### config.mk
export PLATFORM = sky130hd
export DESIGN_NAME = rsd_sqrt_cell
export DESIGN_NICKNAME = d
export VERILOG_FILES = /design/src/rtl/rsd_pkg.sv /design/src/rtl/rsd_sqrt_cell.sv
export SDC_FILE = /design/constraint.sdc
export NUM_CORES = 1
export LEC_CHECK = 0
export CAP_MARGIN = 30
export CORE_UTILIZATION = 45
export CTS_BUF_LIST = sky130_fd_sc_hd__clkbuf_16
export CTS_CLUSTER_DIAMETER = 60
export DETAILED_ROUTE_END_ITERATION = 10
export DONT_BUFFER_PORTS = 1
export PLACE_DENSITY_LB_ADDON = 0.3
export SLEW_MARGIN = 20
export SYNTH_ARGS = -nofsm -noshare
export SYNTH_HDL_FRONTEND = slang
export SYNTH_SLANG_ARGS = --single-unit
### constraint.sdc
create_clock -name clock -period 5.6 [get_ports clock]
set_input_delay 0.28 -clock clock [delete_from_list [all_inputs] [get_ports clock]]
set_output_delay 0.28 -clock clock [all_outputs]
set_load 0.1 [all_outputs]
### src/rtl/rsd_pkg.sv
// Shared types and constants for the radial stick dead zone pipeline.
`default_nettype none
package rsd_pkg;

   localparam logic [14:0] FullScale  = 15'd32767;
   localparam int          SqrtCells  = 24;
   localparam int          DivCells   = 15;
   localparam int          Stages     = 44;

   // One step of the digit-by-digit square root: radicand bits still to go,
   // partial remainder and partial root.
   typedef struct packed {
      logic [47:0] n;
      logic [25:0] rem;
      logic [23:0] root;
   } sqrt_type;

   // One step of the long division: partial remainder, numerator bits still
   // to go, quotient so far and the divisor.
   typedef struct packed {
      logic [38:0] p;
      logic [14:0] lo;
      logic [14:0] q;
      logic [38:0] den;
   } div_type;

   // Data that rides along beside the arithmetic.
   typedef struct packed {
      logic        dead;
      logic        neg_x;
      logic        neg_y;
      logic [15:0] ax;
      logic [15:0] ay;
      logic [14:0] r;
   } side_type;

endpackage
`default_nettype wire

### src/rtl/rsd_sqrt_cell.sv
// One registered step of the pipelined square root, two radicand bits per cell.
`default_nettype none
module rsd_sqrt_cell (
   input  wire logic              clock,
   input  wire logic              adv,
   input  wire rsd_pkg::sqrt_type d_in,
   output rsd_pkg::sqrt_type      d_out
);

   logic [27:0]       sh;
   logic [27:0]       trial;
   logic [27:0]       diff;
   rsd_pkg::sqrt_type st_in;
   rsd_pkg::sqrt_type st_ff;

   always_comb begin
      sh       = {d_in.rem, d_in.n[47:46]};
      trial    = {2'b00, d_in.root, 2'b01};
      diff     = sh - trial;
      st_in.n  = {d_in.n[45:0], 2'b00};
      if (sh >= trial) begin
         st_in.rem  = diff[25:0];
         st_in.root = {d_in.root[22:0], 1'b1};
      end else begin
         st_in.rem  = sh[25:0];
         st_in.root = {d_in.root[22:0], 1'b0};
      end
   end

   always_ff @(posedge clock) begin
      if (adv) begin
         st_ff <= st_in;
      end
   end

   assign d_out = st_ff;

endmodule
`default_nettype wire

==> summary.txt <==
Status
  • Outcome: complete, no violations

Synthesis
  • Flops & latches, synth: 96
  • Synth unique cells: 50
  • Cells after Synth: 345
  • Synth top area share: 61.0%
  • Ys flop type: edfxtp_1
  • Sequential area share after synthesis: 61.0%
  • FFs w/ async S/R, synth: 0%
  • Syn avg cell area: 13.7 um2
  • Leading area contributor after synthesis: edfxtp_1
  • Syn. warnings: 0
  • Top cells by area, synth: edfxtp_1, ha_1, mux2_4
  • Post-synth EDFFs: 96
  • Mapped cell area: 4730 um2

Clock network
  • Number of gates resized after cts: 0
  • H-Tree Depth: 3
  • CTS Hold Bufs: 0
  • Setup bufs post-CTS: 0
  • Clock-pin slew on the worst setup and hold paths: 0.07 ns
  • Clk root buf: clkbuf_16
  • CTS sink cnt: 96
  • CTS tree: built
  • Max clock buf depth: 2
  • CTS Buf Count: 9

Global routing
  • Met3 Track Usage GR: 8.65%
  • Met2 track demand over resource: 30.4%
  • Initial antenna violation count: 0
  • Grt ovf: 0
  • First-pass GRT wire length: 14.9 mm
  • GR Util met1: 19.7%
  • Total track usage: 18.1%
  • Most used routing layer: met2
  • Largest net degree at the start of global routing: 97
  • Number of global-route vias before repair: 2728

Finish
  • Post-layout nets: 478
  • Layout area overhead: 9.13%
  • Share of cells above drive strength 1: 12.3%
  • Ant. Diodes: 0
  • Fin cells: 493
  • Max reg flops: 96

Place
  • # port buffers: 0
  • Gpl congestion: 0.791
  • DP Cell Count: 477
  • Hpwl dp: 7.34 mm

Floorplanning
  • Core area: 10200 um2
  • Starting density of the core: 46.2%
  • Die area: 10900 um2
  • Row count: 37
  • Die height: 104 um
  • I/O pin count: 198
  • Die X: 104 um

Setup path
  • Cell family with most CP delay: compound AO/OA/AOI/OAI gates
  • Crit path buf inv count: 2
  • Critical path endpoint category: register
  • Crit path max fanout: 15
  • Max incr delay on CP: 0.52 ns
  • CP max-delay cell: o21ai_4
  • Worst Path Arrival: 2.76 ns
  • Critical path class: primary input to register
  • Crit start category: primary input
  • Critical Path, Cell by Cell: inv_1 > ha_1 > nand2b_1 > a211o_1 > a21oi_2 > o211ai_2 > a31oi_2 > nor2_2 > o21ai_4 > buf_16 > mux2_2
  • Critical Path RT: 5.70 ns
  • Critical Path Source: d_in[0]

Detailed routing
  • Via count: 2708
  • Routed len/inst: 19.5 um
  • TritonRoute pass-1 iters: 4
  • Final wirelength: 9.63 mm
  • Vias per cell: 5.49
  • Antenna viol nets, final: 0
  • DRC Markers: 0
  • Drt initial violations: 88

Power
  • Static Leak: 2.03 nW
  • Power Dens Cells: 442 nW/um2
  • Worst IR Drop VDD: 202 uV

STA
  • Peak Freq: 375 MHz
  • RSZ-0062 raised after global routing: false
  • Least-Margin Pin Slew: 0.977 ns
  • Fin crit period: 2.67 ns
  • Final period util: 47.6%
  • Slew Limit Fails: 0
  • Slew margin rel.: 35.0%
  • Final Hold Fails: 0
  • Setup violators final: 0
  • TNS Setup: 0 ns

Worst hold path
  • Hold path start: d_in[1]
  • Hold WC Path Type: primary input to register

Flow run
  • Max Cap Violations: 0
[cells in the mapped netlist (2+ instances only)]
cell type	number
a211oi_1	6
nor2_1	16
nand2b_1	3
buf_12	2
and2_1	3
o31ai_1	2
xor2_1	10
nor3_1	6
nor2b_1	3
ha_1	26
o211ai_1	2
buf_4	2
nand2_1	21
a21o_1	6
a21oi_1	21
nand4_1	2
o21ai_0	15
and4_1	2
a41oi_1	2
and3_1	3
mux2_4	16
nor2_2	2
mux2_2	6
mux2i_1	2
o21a_1	3
edfxtp_1	96
xnor2_1	13
buf_2	2
inv_1	30
o21bai_1	2
[per-layer routing]
metal	share of wire, %	routed length (um)
met2	49	4760
met5	0	0
met4	0.97	93
met1	39	3750
met3	11	1030
[layout by cell type (no fill, tap or decap), drive strengths merged, types with 2 or more instances in the layout]
cell type,synthesis,routed
a211oi,6,6
a21o,6,6
a21oi,22,22
a31oi,2,2
a41oi,2,2
and2,3,3
and3,3,3
and4,2,2
clkbuf,0,9
clkinvlp,0,2
conb,1,2
edfxtp,96,96
ha,26,26
inv,30,33
mux2,22,22
mux2i,2,2
nand2,21,21
nand2b,3,3
nand4,2,2
nor2,18,18
nor2b,3,3
nor3,6,6
o211ai,3,3
o21a,3,3
o21ai,17,17
o21bai,2,2
o31ai,2,2
xnor2,13,13
xor2,10,10
[layout make-up]
| type | instances | area [um2] |
|---|---|---|
| Fill cell | 868 | 5070 |
| Clock buffer | 9 | 225 |
| Sequential cell | 96 | 2880 |
| Tap cell | 136 | 170 |
| Timing Repair Buffer | 1 | 27.5 |
| Multi-Input combinational cell | 214 | 1670 |
| Clock inverter | 7 | 70.1 |
| Inverter | 30 | 113 |
[path summary, 6_finish.rpt]
path,to,cells after the start,slack [ns]
setup / recovery,d_out[26]$_DFFE_PP_,11,2.93
hold / removal,d_out[2]$_DFFE_PP_,0,0.03
[power breakdown]
group,leakage (nW),total (mW),internal (mW),switching (mW)
registers,0.940,1.44,0.888,0.553
clock network,0.141,0.607,0.346,0.261
logic,0.952,0.234,0.117,0.117
[cell families (layout without fill, tap and decap cells)]
family | after synthesis | after routing | share of synthesized area, %
flops | 96 | 96 | 61.0
compound gates | 72 | 72 | 10.1
simple gates | 67 | 67 | 6.96
buf+inv | 36 | 47 | 3.76
fa+ha+maj | 26 | 26 | 6.88
mux | 24 | 24 | 6.94
xor+xnor | 23 | 23 | 4.26
other cells | 1 | 2 | 0.0794
[through the flow]
step	setup slack (ns)	hold WS (ns)	instance area, um2	util, %	total power [mW]
after floorplan	3.06	0.379	4730	-	1.64
after global placement	2.43	0.379	4830	47.3	1.68
after detailed placement	2.54	0.379	4860	47.5	1.69
after CTS	2.90	0.0147	5160	50.4	2.30
after global routing	2.79	0.00815	5160	50.4	2.36
final	2.93	0.0299	5160	50.4	2.28
(Power assumes the default switching activity.)
