[config.mk]
export PLATFORM = sky130hd
export DESIGN_NAME = rsd_div_cell
export DESIGN_NICKNAME = d
export VERILOG_FILES = /design/src/rtl/rsd_pkg.sv /design/src/rtl/rsd_div_cell.sv
export SDC_FILE = /design/constraint.sdc
export NUM_CORES = 1
export LEC_CHECK = 0
export BUFFER_PORTS_ARGS = -buffer_cell sky130_fd_sc_hd__buf_2
export CORE_ASPECT_RATIO = 1.5
export CORE_UTILIZATION = 27
export CTS_CLUSTER_DIAMETER = 200
export CTS_CLUSTER_SIZE = 40
export DETAILED_ROUTE_END_ITERATION = 10
export GPL_TIMING_DRIVEN = 0
export SYNTH_ARGS = -nofsm -noshare
export SYNTH_HDL_FRONTEND = slang
export SYNTH_SLANG_ARGS = --single-unit
[constraint.sdc]
create_clock -name clock -period 6.72 [get_ports clock]
set_input_delay 1.344 -clock clock [delete_from_list [all_inputs] [get_ports clock]]
set_output_delay 1.344 -clock clock [all_outputs]
set_load 0.1 [all_outputs]
[src/rtl/rsd_pkg.sv]
// Shared types and constants for the radial stick dead zone pipeline.
`default_nettype none
package rsd_pkg;

   localparam logic [14:0] FullScale  = 15'd32767;
   localparam int          SqrtCells  = 24;
   localparam int          DivCells   = 15;
   localparam int          Stages     = 44;

   // One step of the digit-by-digit square root: radicand bits still to go,
   // partial remainder and partial root.
   typedef struct packed {
      logic [47:0] n;
      logic [25:0] rem;
      logic [23:0] root;
   } sqrt_type;

   // One step of the long division: partial remainder, numerator bits still
   // to go, quotient so far and the divisor.
   typedef struct packed {
      logic [38:0] p;
      logic [14:0] lo;
      logic [14:0] q;
      logic [38:0] den;
   } div_type;

   // Data that rides along beside the arithmetic.
   typedef struct packed {
      logic        dead;
      logic        neg_x;
      logic        neg_y;
      logic [15:0] ax;
      logic [15:0] ay;
      logic [14:0] r;
   } side_type;

endpackage
`default_nettype wire

[src/rtl/rsd_div_cell.sv]
// One registered step of the pipelined restoring divider, one quotient bit per cell.
`default_nettype none
module rsd_div_cell (
   input  wire logic             clock,
   input  wire logic             adv,
   input  wire rsd_pkg::div_type d_in,
   output rsd_pkg::div_type      d_out
);

   logic [39:0]      t;
   logic [39:0]      dext;
   logic [39:0]      diff;
   rsd_pkg::div_type st_in;
   rsd_pkg::div_type st_ff;

   always_comb begin
      t         = {d_in.p, d_in.lo[14]};
      dext      = {1'b0, d_in.den};
      diff      = t - dext;
      st_in.lo  = {d_in.lo[13:0], 1'b0};
      st_in.den = d_in.den;
      if (t >= dext) begin
         st_in.p = diff[38:0];
         st_in.q = {d_in.q[13:0], 1'b1};
      end else begin
         st_in.p = t[38:0];
         st_in.q = {d_in.q[13:0], 1'b0};
      end
   end

   always_ff @(posedge clock) begin
      if (adv) begin
         st_ff <= st_in;
      end
   end

   assign d_out = st_ff;

endmodule
`default_nettype wire

==> flow_metrics.tcl, run 1 <==
set metrics [dict create \
    status "complete, no violations" \
    critPathRequiredTime_ns 6.89 \
    critical_path.startpoint "d_in[1]" \
    synthMuxAreaShare_pct 0.8468 \
    final-hold-violation-count 0 \
    yosysMostFrequentCell "edfxtp_1" \
    drc 0 \
    drt-initial-drc-count 205 \
    cts_resized 0 \
    p_leak_nw 3.472 \
    num_vias 4994 \
    setup_violations 0 \
    path_max_fanout 5 \
    arrival_ns 4.17 \
    yosys.area.top_type "edfxtp_1" \
    dp_slack_ns 2.422 \
    crit_type "primary input to flop" \
    dieHeight_microns 185.5 \
    largest_reg_flops 107 \
    drtPass1Iterations 4 \
    root_buffer "clkbuf_16" \
    endpoint_kind "flop" \
    clock_sinks 107 \
    synthTopCellsByCount "edfxtp_1, nand2_1, o21ai_0, inv_1, ha_1" \
    avgSynthCellArea_sq_um 10.86 \
    slew_headroom_pct 50.00 \
    drive_above_1_share_pct 31.90 \
    io_pins 218 \
    maxCapViolCount 0 \
    drt-total-wl_microns 17040 \
    final_cells 1064 \
    yosysTopAreaCellShare_pct 53.04 \
    netlist_top_cells_area "edfxtp_1, ha_1, nand2_1" \
    min_from "d_in[47]" \
    via_per_inst 4.694 \
    synth_fp_nets 708 \
    post_cts_buffers 0 \
    synth_area_sq_um 6058 \
    die_area_sq_um 23050 \
    wire_per_inst_microns 16.02 \
    synth_top_family_by_area "compound AO/OA/AOI/OAI gates" \
    ys_warn_count 0 \
    synth_xor_area_share_pct 3.759 \
    grt-ovfl-total 0 \
    report.final.slew_viol_count 0 \
    seq_area_frac_synth_pct 53.04 \
    worst_slew_pin_slew_ns 0.7500 \
    io_buffer_count 215 \
    initial_core_util_pct 27.68 \
    layout_worst_path_cycle_share_pct 59.55 \
    rows 66 \
    synth_fa_ha_area_share_pct 8.385 \
    nFillCells 2217 \
    syn_to_final_growth_pct 28.79 \
    power_mw 2.306 \
    post_synth_and_or_nand_nor_area_fraction_pct 11.19 \
    nNetsFinal 935 \
    die_w_microns 124.3 \
    peakVddDrop_mv 0.1134 \
    grt_pass1_vias 5006 \
    cts_tree "yes" \
    grt_use_total_pct 14.87 \
    synth_cell_types 62 \
    finalSetupTns_ns 0 \
    grt_max_degree 57 \
    power.density_nw_per_um2 295.5 \
    antenna_found_initial 1 \
    hold_buffers 0 \
    ys_seq_elements 107 \
    clockBufferDepth 2 \
    finalWorstSetupSlack_ns 2.718 \
    synthArstFlopShare_pct 0 \
    htree_levels 3 \
    coreArea_sq_um 21880 \
    dominantRegCellSynth "edfxtp_1" \
    cts-buffers-inserted 9 \
    dp.cells 1046 \
    place_congestion 0.8059 \
    dpl.hpwl_microns 13670 \
    clk_pin_slew_worst_paths_ns 0.07 \
    ant_nets 0 \
    synth_edf_count 107 \
    synth_compound_area_share_pct 17.84 \
    grt_pass1_wl_microns 26220 \
    synth_cells 558 \
    timing.fmax_mhz 249.9 \
    period_needed_ns 4.002 \
    hp-class "primary input to flop" \
    rsz0062_at_grt "false" \
    start_kind "primary input" \
]
[critical path, cell delays in order]
cell      delay [ns]
buf_2           0.12
inv_1           0.05
ha_1            0.29
nor2b_1         0.15
o31a_1          0.31
o311ai_1        0.45
nand3_1         0.21
a31oi_1         0.47
o21bai_1        0.23
a32o_1          0.27
o31ai_1         0.29
[cells in the final DEF, fill, tap and decap left out, types with 7 or more instances in the layout]
master	netlist	routed
clkbuf_1	9	11
xor2_1	13	13
nand3_1	13	13
buf_2	4	218
edfxtp_1	107	107
xnor2_1	13	13
o21a_1	9	9
a21o_1	23	23
nand2_1	65	65
ha_1	39	39
clkbuf_16	0	9
o21ai_0	46	46
inv_1	44	44
nor3_1	9	9
o31ai_1	7	7
nor2_1	21	21
a21oi_1	38	38
a31oi_1	9	9
[where the power goes]
group	leakage (nW)	internal, mW	total [mW]	switching [mW]
sequential	1.05	0.822	0.837	0.0144
clock	0.141	0.292	0.544	0.252
combinational	2.28	0.186	0.925	0.739
[final timing paths]
check / endpoint / slack [ns] / cells after the start
setup / recovery: d_out[104] / 2.72 / 11
hold / removal: d_out[48] / 1.15 / 1
[cell families (layout without fill, tap and decap cells)]
logic type,count (synthesis),in the layout
XOR/XNOR,26,26
buffers and inverters,67,299
multiplexers,4,4
AND/OR/NAND/NOR,144,144
AO/OA/AOI/OAI,169,169
flip-flops,107,107
adder cells (fa/ha/maj),40,40
other,1,3
[metal layers]
layer | global-route usage, % | part of all wire (%)
met2 | 28.22 | 55
met3 | 2.702 | 4.0
met4 | 7.229 | 2.2
met1 | 15.70 | 39
met5 | 0 | 0
[through the flow]
| step | utilization, % | area [sq um] | hold slack (ns) |
|---|---|---|---|
| 6_report | 35.65 | 7802 | 1.149 |
| 3_5_place_dp | 34.29 | 7505 | 1.522 |
| 4_1_cts | 35.63 | 7797 | 1.133 |
| 2_1_floorplan | - | 6058 | 1.443 |
| 3_3_place_gp | 34.16 | 7475 | 1.520 |
| 5_1_grt | 35.64 | 7800 | 1.132 |
[layout make-up]
type / instances / area [sq um] / share of cell area (%)
Sequential cell: 107 / 3213 / 41.18
Multi-Input combinational cell: 384 / 2550 / 32.68
Inverter: 45 / 171.4 / 2.197
Antenna cell: 2 / 5.005 / 0.06414
Clock inverter: 5 / 60.06 / 0.7697
Buffer: 22 / 123.9 / 1.588
Tap cell: 272 / 340.3 / 4.362
Clock buffer: 11 / 232.7 / 2.983
Timing Repair Buffer: 216 / 1106 / 14.18
Note: power is estimated with default switching activity, not from simulation.
==> inputs of run 2 (changes only) <==
- ABC_AREA: unset -> 1
- clock period: 6.72 -> 3.7 ns (I/O delays scaled with it)
==> flow_metrics.tcl, run 2 <==
set metrics [dict create \
    dominantRegCellSynth "edfxtp_1" \
    critPathBufInv 3 \
    critPathSlowestCell "fa_1" \
    clock_sinks 107 \
    wire_per_inst_microns 14.32 \
    yosysTopAreaCellShare_pct 45.66 \
    endpoint_kind "flop" \
    synth_cell_types 31 \
    cpPeakStageDelay_ns 0.44 \
    ant_nets 0 \
    via_per_inst 4.270 \
    start_kind "primary input" \
    netlist_top_cells_area "edfxtp_1, nand2_1, inv_1" \
    io_buffer_count 215 \
    dpl_cell_area_sq_um 8559 \
    peakVddDrop_mv 0.2182 \
    ys_warn_count 0 \
    grt_use_total_pct 15.94 \
    hold_buffers 0 \
    antenna_found_initial 0 \
    drtPass1Iterations 4 \
    post_cts_buffers 0 \
    finalWorstSetupSlack_ns 0.9555 \
    die_w_microns 133.8 \
    dp_slack_ns 0.5050 \
    synth_area_sq_um 7037 \
    crit_top_cell "o21ai_1" \
    regArea_sq_um 3213 \
    root_buffer "clkbuf_16" \
    synthTopCellsByCount "nand2_1, inv_1, edfxtp_1, nor2_1, nand3_1" \
    die_area_sq_um 26730 \
    critPathRequiredTime_ns 3.82 \
    nFillCells 2761 \
    slew_headroom_pct 63.50 \
    finalSetupTns_ns 0 \
    coreArea_sq_um 25670 \
    synth_cells 911 \
    grt_pass1_vias 6214 \
    nNetsFinal 1288 \
    syn_to_final_growth_pct 25.84 \
    crit_chain "buf_2, ha_1, fa_1, nor2_1, o21ai_1, nand2_1, nand3_2, nand4_1, buf_6, buf_4, o21ai_1" \
    grt_max_degree 70 \
    drive_above_1_share_pct 22.75 \
    mostFrequentLayoutCell "nand2_1" \
    htree_levels 3 \
    drt-initial-drc-count 303 \
    final_cell_mix "nand2_1, buf_2, inv_1" \
    rows 72 \
    io_pins 218 \
    crit_type "primary input to flop" \
    multi_input_area_sq_um 2980 \
    clockBufferDepth 2 \
    place_congestion 0.8720 \
    layout_worst_path_cycle_share_pct 74.17 \
    hp-class "primary input to flop" \
    seq_area_frac_synth_pct 45.66 \
    worst_slew_pin_slew_ns 0.5475 \
    holdWs_ns 0.5373 \
    num_vias 6302 \
    status "complete, no violations" \
    dpl.hpwl_microns 17500 \
    grt_pass1_wl_microns 31760 \
    synthArstFlopShare_pct 0 \
    power.density_nw_per_um2 484.0 \
    drc 0 \
    synth_fp_nets 1061 \
    utilization_pct 34.49 \
    avgSynthCellArea_sq_um 7.724 \
    clk_pin_slew_worst_paths_ns 0.07 \
    final_area_sq_um 8855 \
    report.final.slew_viol_count 0 \
    drt-total-wl_microns 21140 \
    cts-buffers-inserted 9 \
    synth_edf_count 107 \
    yosys.area.top_type "edfxtp_1" \
    final-hold-violation-count 0 \
    arrival_ns 2.87 \
    ys_seq_elements 107 \
    path_delay_family "simple AND/OR/NAND/NOR gates" \
    period_needed_ns 2.744 \
    largest_reg_flops 107 \
    antenna_cells 0 \
    rsz0062_at_grt "false" \
    maxCapViolCount 0 \
    path_max_fanout 10 \
    grt-ovfl-total 0 \
    timing.fmax_mhz 364.4 \
    initial_core_util_pct 27.41 \
    dieHeight_microns 199.7 \
    p_leak_nw 4.681 \
    setup_violations 0 \
    yosysMostFrequentCell "nand2_1" \
    cts_resized 0 \
    cts_tree "yes" \
]
==> run 2: cell types whose count changed after synthesis, sizes merged, moves of 19 or more <==
cell   delta
nand3    +31
inv     +156
a21o     -23
o21ai    -19
nor2     +54
nand2   +252
==> run 2: area by class of cell <==
class,instances,share of cell area (%)
multi-input combinational,592,33.66
inverter,201,8.521
timing repair buffer,216,12.49
clock inverter,5,0.7065
clock buffer,11,2.628
tap,333,4.705
buffer,11,1.003
sequential,107,36.29
==> run 2: stage by stage <==
step	instances	power, mW
2_1_floorplan	911	2.957
3_3_place_gp	1459	3.316
3_5_place_dp	1460	3.327
4_1_cts	1476	4.351
5_1_grt	1476	4.496
6_report	1476	4.286
==> run 2: cells by family after synthesis <==
family	count (synthesis)	share of synthesized area, %
and+or+nand+nor	470	27.97
buffers and inverters	212	11.98
DFF	107	45.66
AOI/OAI and AO/OA	60	4.499
adders and majority gates	40	7.219
xor gates and xnor gates	21	2.614
other	1	0.05329
==> run 2: final timing paths <==
path | startpoint | slack [ns] | end | cells after the start
setup / recovery | d_in[0] | 0.96 | d_out[80] | 11
hold / removal | d_in[48] | 0.54 | d_out[49] | 1
==> run 2: power by group <==
part	switching, mW	internal [mW]	total, mW	leakage, nW
logic	1.43	0.340	1.77	3.49
registers	0.0269	1.49	1.52	1.05
clock network	0.465	0.530	0.995	0.142
total	1.93	2.36	4.29	4.68
==> run 2: layer usage <==
metal / routed length [microns] / share of wire, % / track usage (%)
met5: 0 / 0 / 0
met4: 644 / 3.0 / 7.155
met1: 8061 / 38 / 16.16
met3: 883 / 4.2 / 3.146
met2: 11550 / 55 / 31.01
==> inputs of run 3 (changes only) <==
- clock period: 3.7 -> 2.3 ns (I/O delays scaled with it)
==> flow_metrics.tcl, run 3 (synthesis gave the netlist of run 2 again) <==
set metrics [dict create \
    status "complete, no violations" \
    p_leak_nw 4.687 \
    period_needed_ns 2.205 \
    setup_violations 0 \
    antenna_found_initial 0 \
    critPathRequiredTime_ns 2.42 \
    final_cell_mix "nand2_1, buf_2, inv_1" \
    num_vias 6311 \
    crit_chain "buf_2, inv_1, ha_1, nand2_2, inv_1, a21oi_2, nand2_1, a21oi_2, nand4_1, buf_6, buf_6, nand2_1, o21ai_1" \
    root_buffer "clkbuf_16" \
    min_from "d_in[48]" \
    start_kind "primary input" \
    grt_pass1_vias 6245 \
    largest_reg_flops 107 \
    grt_use_total_pct 15.97 \
    drtPass1Iterations 4 \
    hold_buffers 0 \
    drive_above_1_share_pct 25.00 \
    grt_pass1_wl_microns 31840 \
    drc 0 \
    via_per_inst 4.273 \
    maxCapViolCount 0 \
    min_to "d_out[49]" \
    rows 72 \
    clk_pin_slew_worst_paths_ns 0.07 \
    power.density_nw_per_um2 771.7 \
    syn_to_final_growth_pct 27.77 \
    final-hold-violation-count 0 \
    clock_sinks 107 \
    cts_tree "yes" \
    wire_per_inst_microns 14.33 \
    arrival_ns 2.33 \
    mostFrequentLayoutCell "nand2_1" \
    final_area_sq_um 8991 \
    nNetsFinal 1289 \
    finalWorstSetupSlack_ns 0.09525 \
    dpl.hpwl_microns 17500 \
    drt-total-wl_microns 21170 \
    io_pins 218 \
    drt-initial-drc-count 266 \
    clockBufferDepth 2 \
    initial_core_util_pct 27.41 \
    coreArea_sq_um 25670 \
    critPathSlowestCell "ha_1" \
    peakVddDrop_mv 0.3510 \
    dieHeight_microns 199.7 \
    place_congestion 0.8720 \
    rsz0062_at_grt "true" \
    power_mw 6.938 \
    die_w_microns 133.8 \
    io_buffer_count 215 \
    ant_nets 0 \
    cpPeakStageDelay_ns 0.38 \
    die_area_sq_um 26730 \
    report.final.slew_viol_count 0 \
    worst_slew_pin_slew_ns 0.5506 \
    timing.fmax_mhz 453.6 \
    path_max_fanout 10 \
    crit_type "primary input to flop" \
    cts-buffers-inserted 9 \
    grt-ovfl-total 0 \
    dp_slack_ns -0.6150 \
    layout_worst_path_cycle_share_pct 95.86 \
    dpl_cell_area_sq_um 8559 \
    antenna_cells 0 \
    grt_max_degree 70 \
    endpoint_kind "flop" \
    hp-class "primary input to flop" \
    htree_levels 3 \
    slew_headroom_pct 63.30 \
    hold_depth 1 \
]
## run 3: cell types whose count changed in the layout (fill, tap and decap cells not counted), sizes merged
cell and delta:
clkbuf -1, buf +2
## run 3: worst max-delay path: cells and delay by family
family | cells | cell delay [ns]
fa+ha+maj | 1 | 0.38
compound gates | 3 | 0.40
buf+inv | 5 | 0.54
simple gates | 4 | 0.54
## run 3: repair_timing
action                     CTS  global route
setup endpoints to repair   39            39
buffers inserted             2             1
pin swaps                    3             1
hold endpoints to repair     0             0
resized for setup            7            22
## run 3: layout make-up
cell class              instances  area (sq um)
plain buffers                   9         80.08
clock buffers                  11         232.7
clock inverters                 5         62.56
fillers                      2742         16680
inverters                     201         754.5
multi-input cells             592          3103
flip-flops and latches        107          3213
well taps                     333         416.7
repair buffers                219          1129
## run 3: metrics by stage
stage	util, %	TNS (ns)	hold WS, ns	cells
4_1_cts	34.66	0	0.2300	1478
3_3_place_gp	33.22	-65.30	0.6373	1459
6_report	35.02	0	0.2567	1477
5_1_grt	35.02	-0.02868	0.2333	1477
2_1_floorplan	-	0	0.5589	911
3_5_place_dp	33.34	-22.18	0.6382	1460
## run 3: worst max path at each step
stage / from / end / cells after the start
6_report: d_in[30] / d_out[91] / 13
5_1_grt: d_in[68] / d_out[91] / 13
4_1_cts: d_in[31] / d_out[91] / 13
3_5_place_dp: d_in[68] / d_out[80] / 12
3_3_place_gp: d_in[68] / d_out[80] / 12
2_1_floorplan: d_in[68] / d_out[79] / 11
## run 3: routing by layer
layer	GRT usage, %	up-vias	wire length [microns]
li1	-	3299	-
met1	16.21	2837	8046
met2	31.07	144	11640
met3	3.146	31	861
met4	7.155	0	625
met5	0	-	0
## run 3: report_power, final
part           switching (mW)  internal, mW
clock network           0.750         0.853
logic                    2.32         0.569
registers              0.0434          2.40
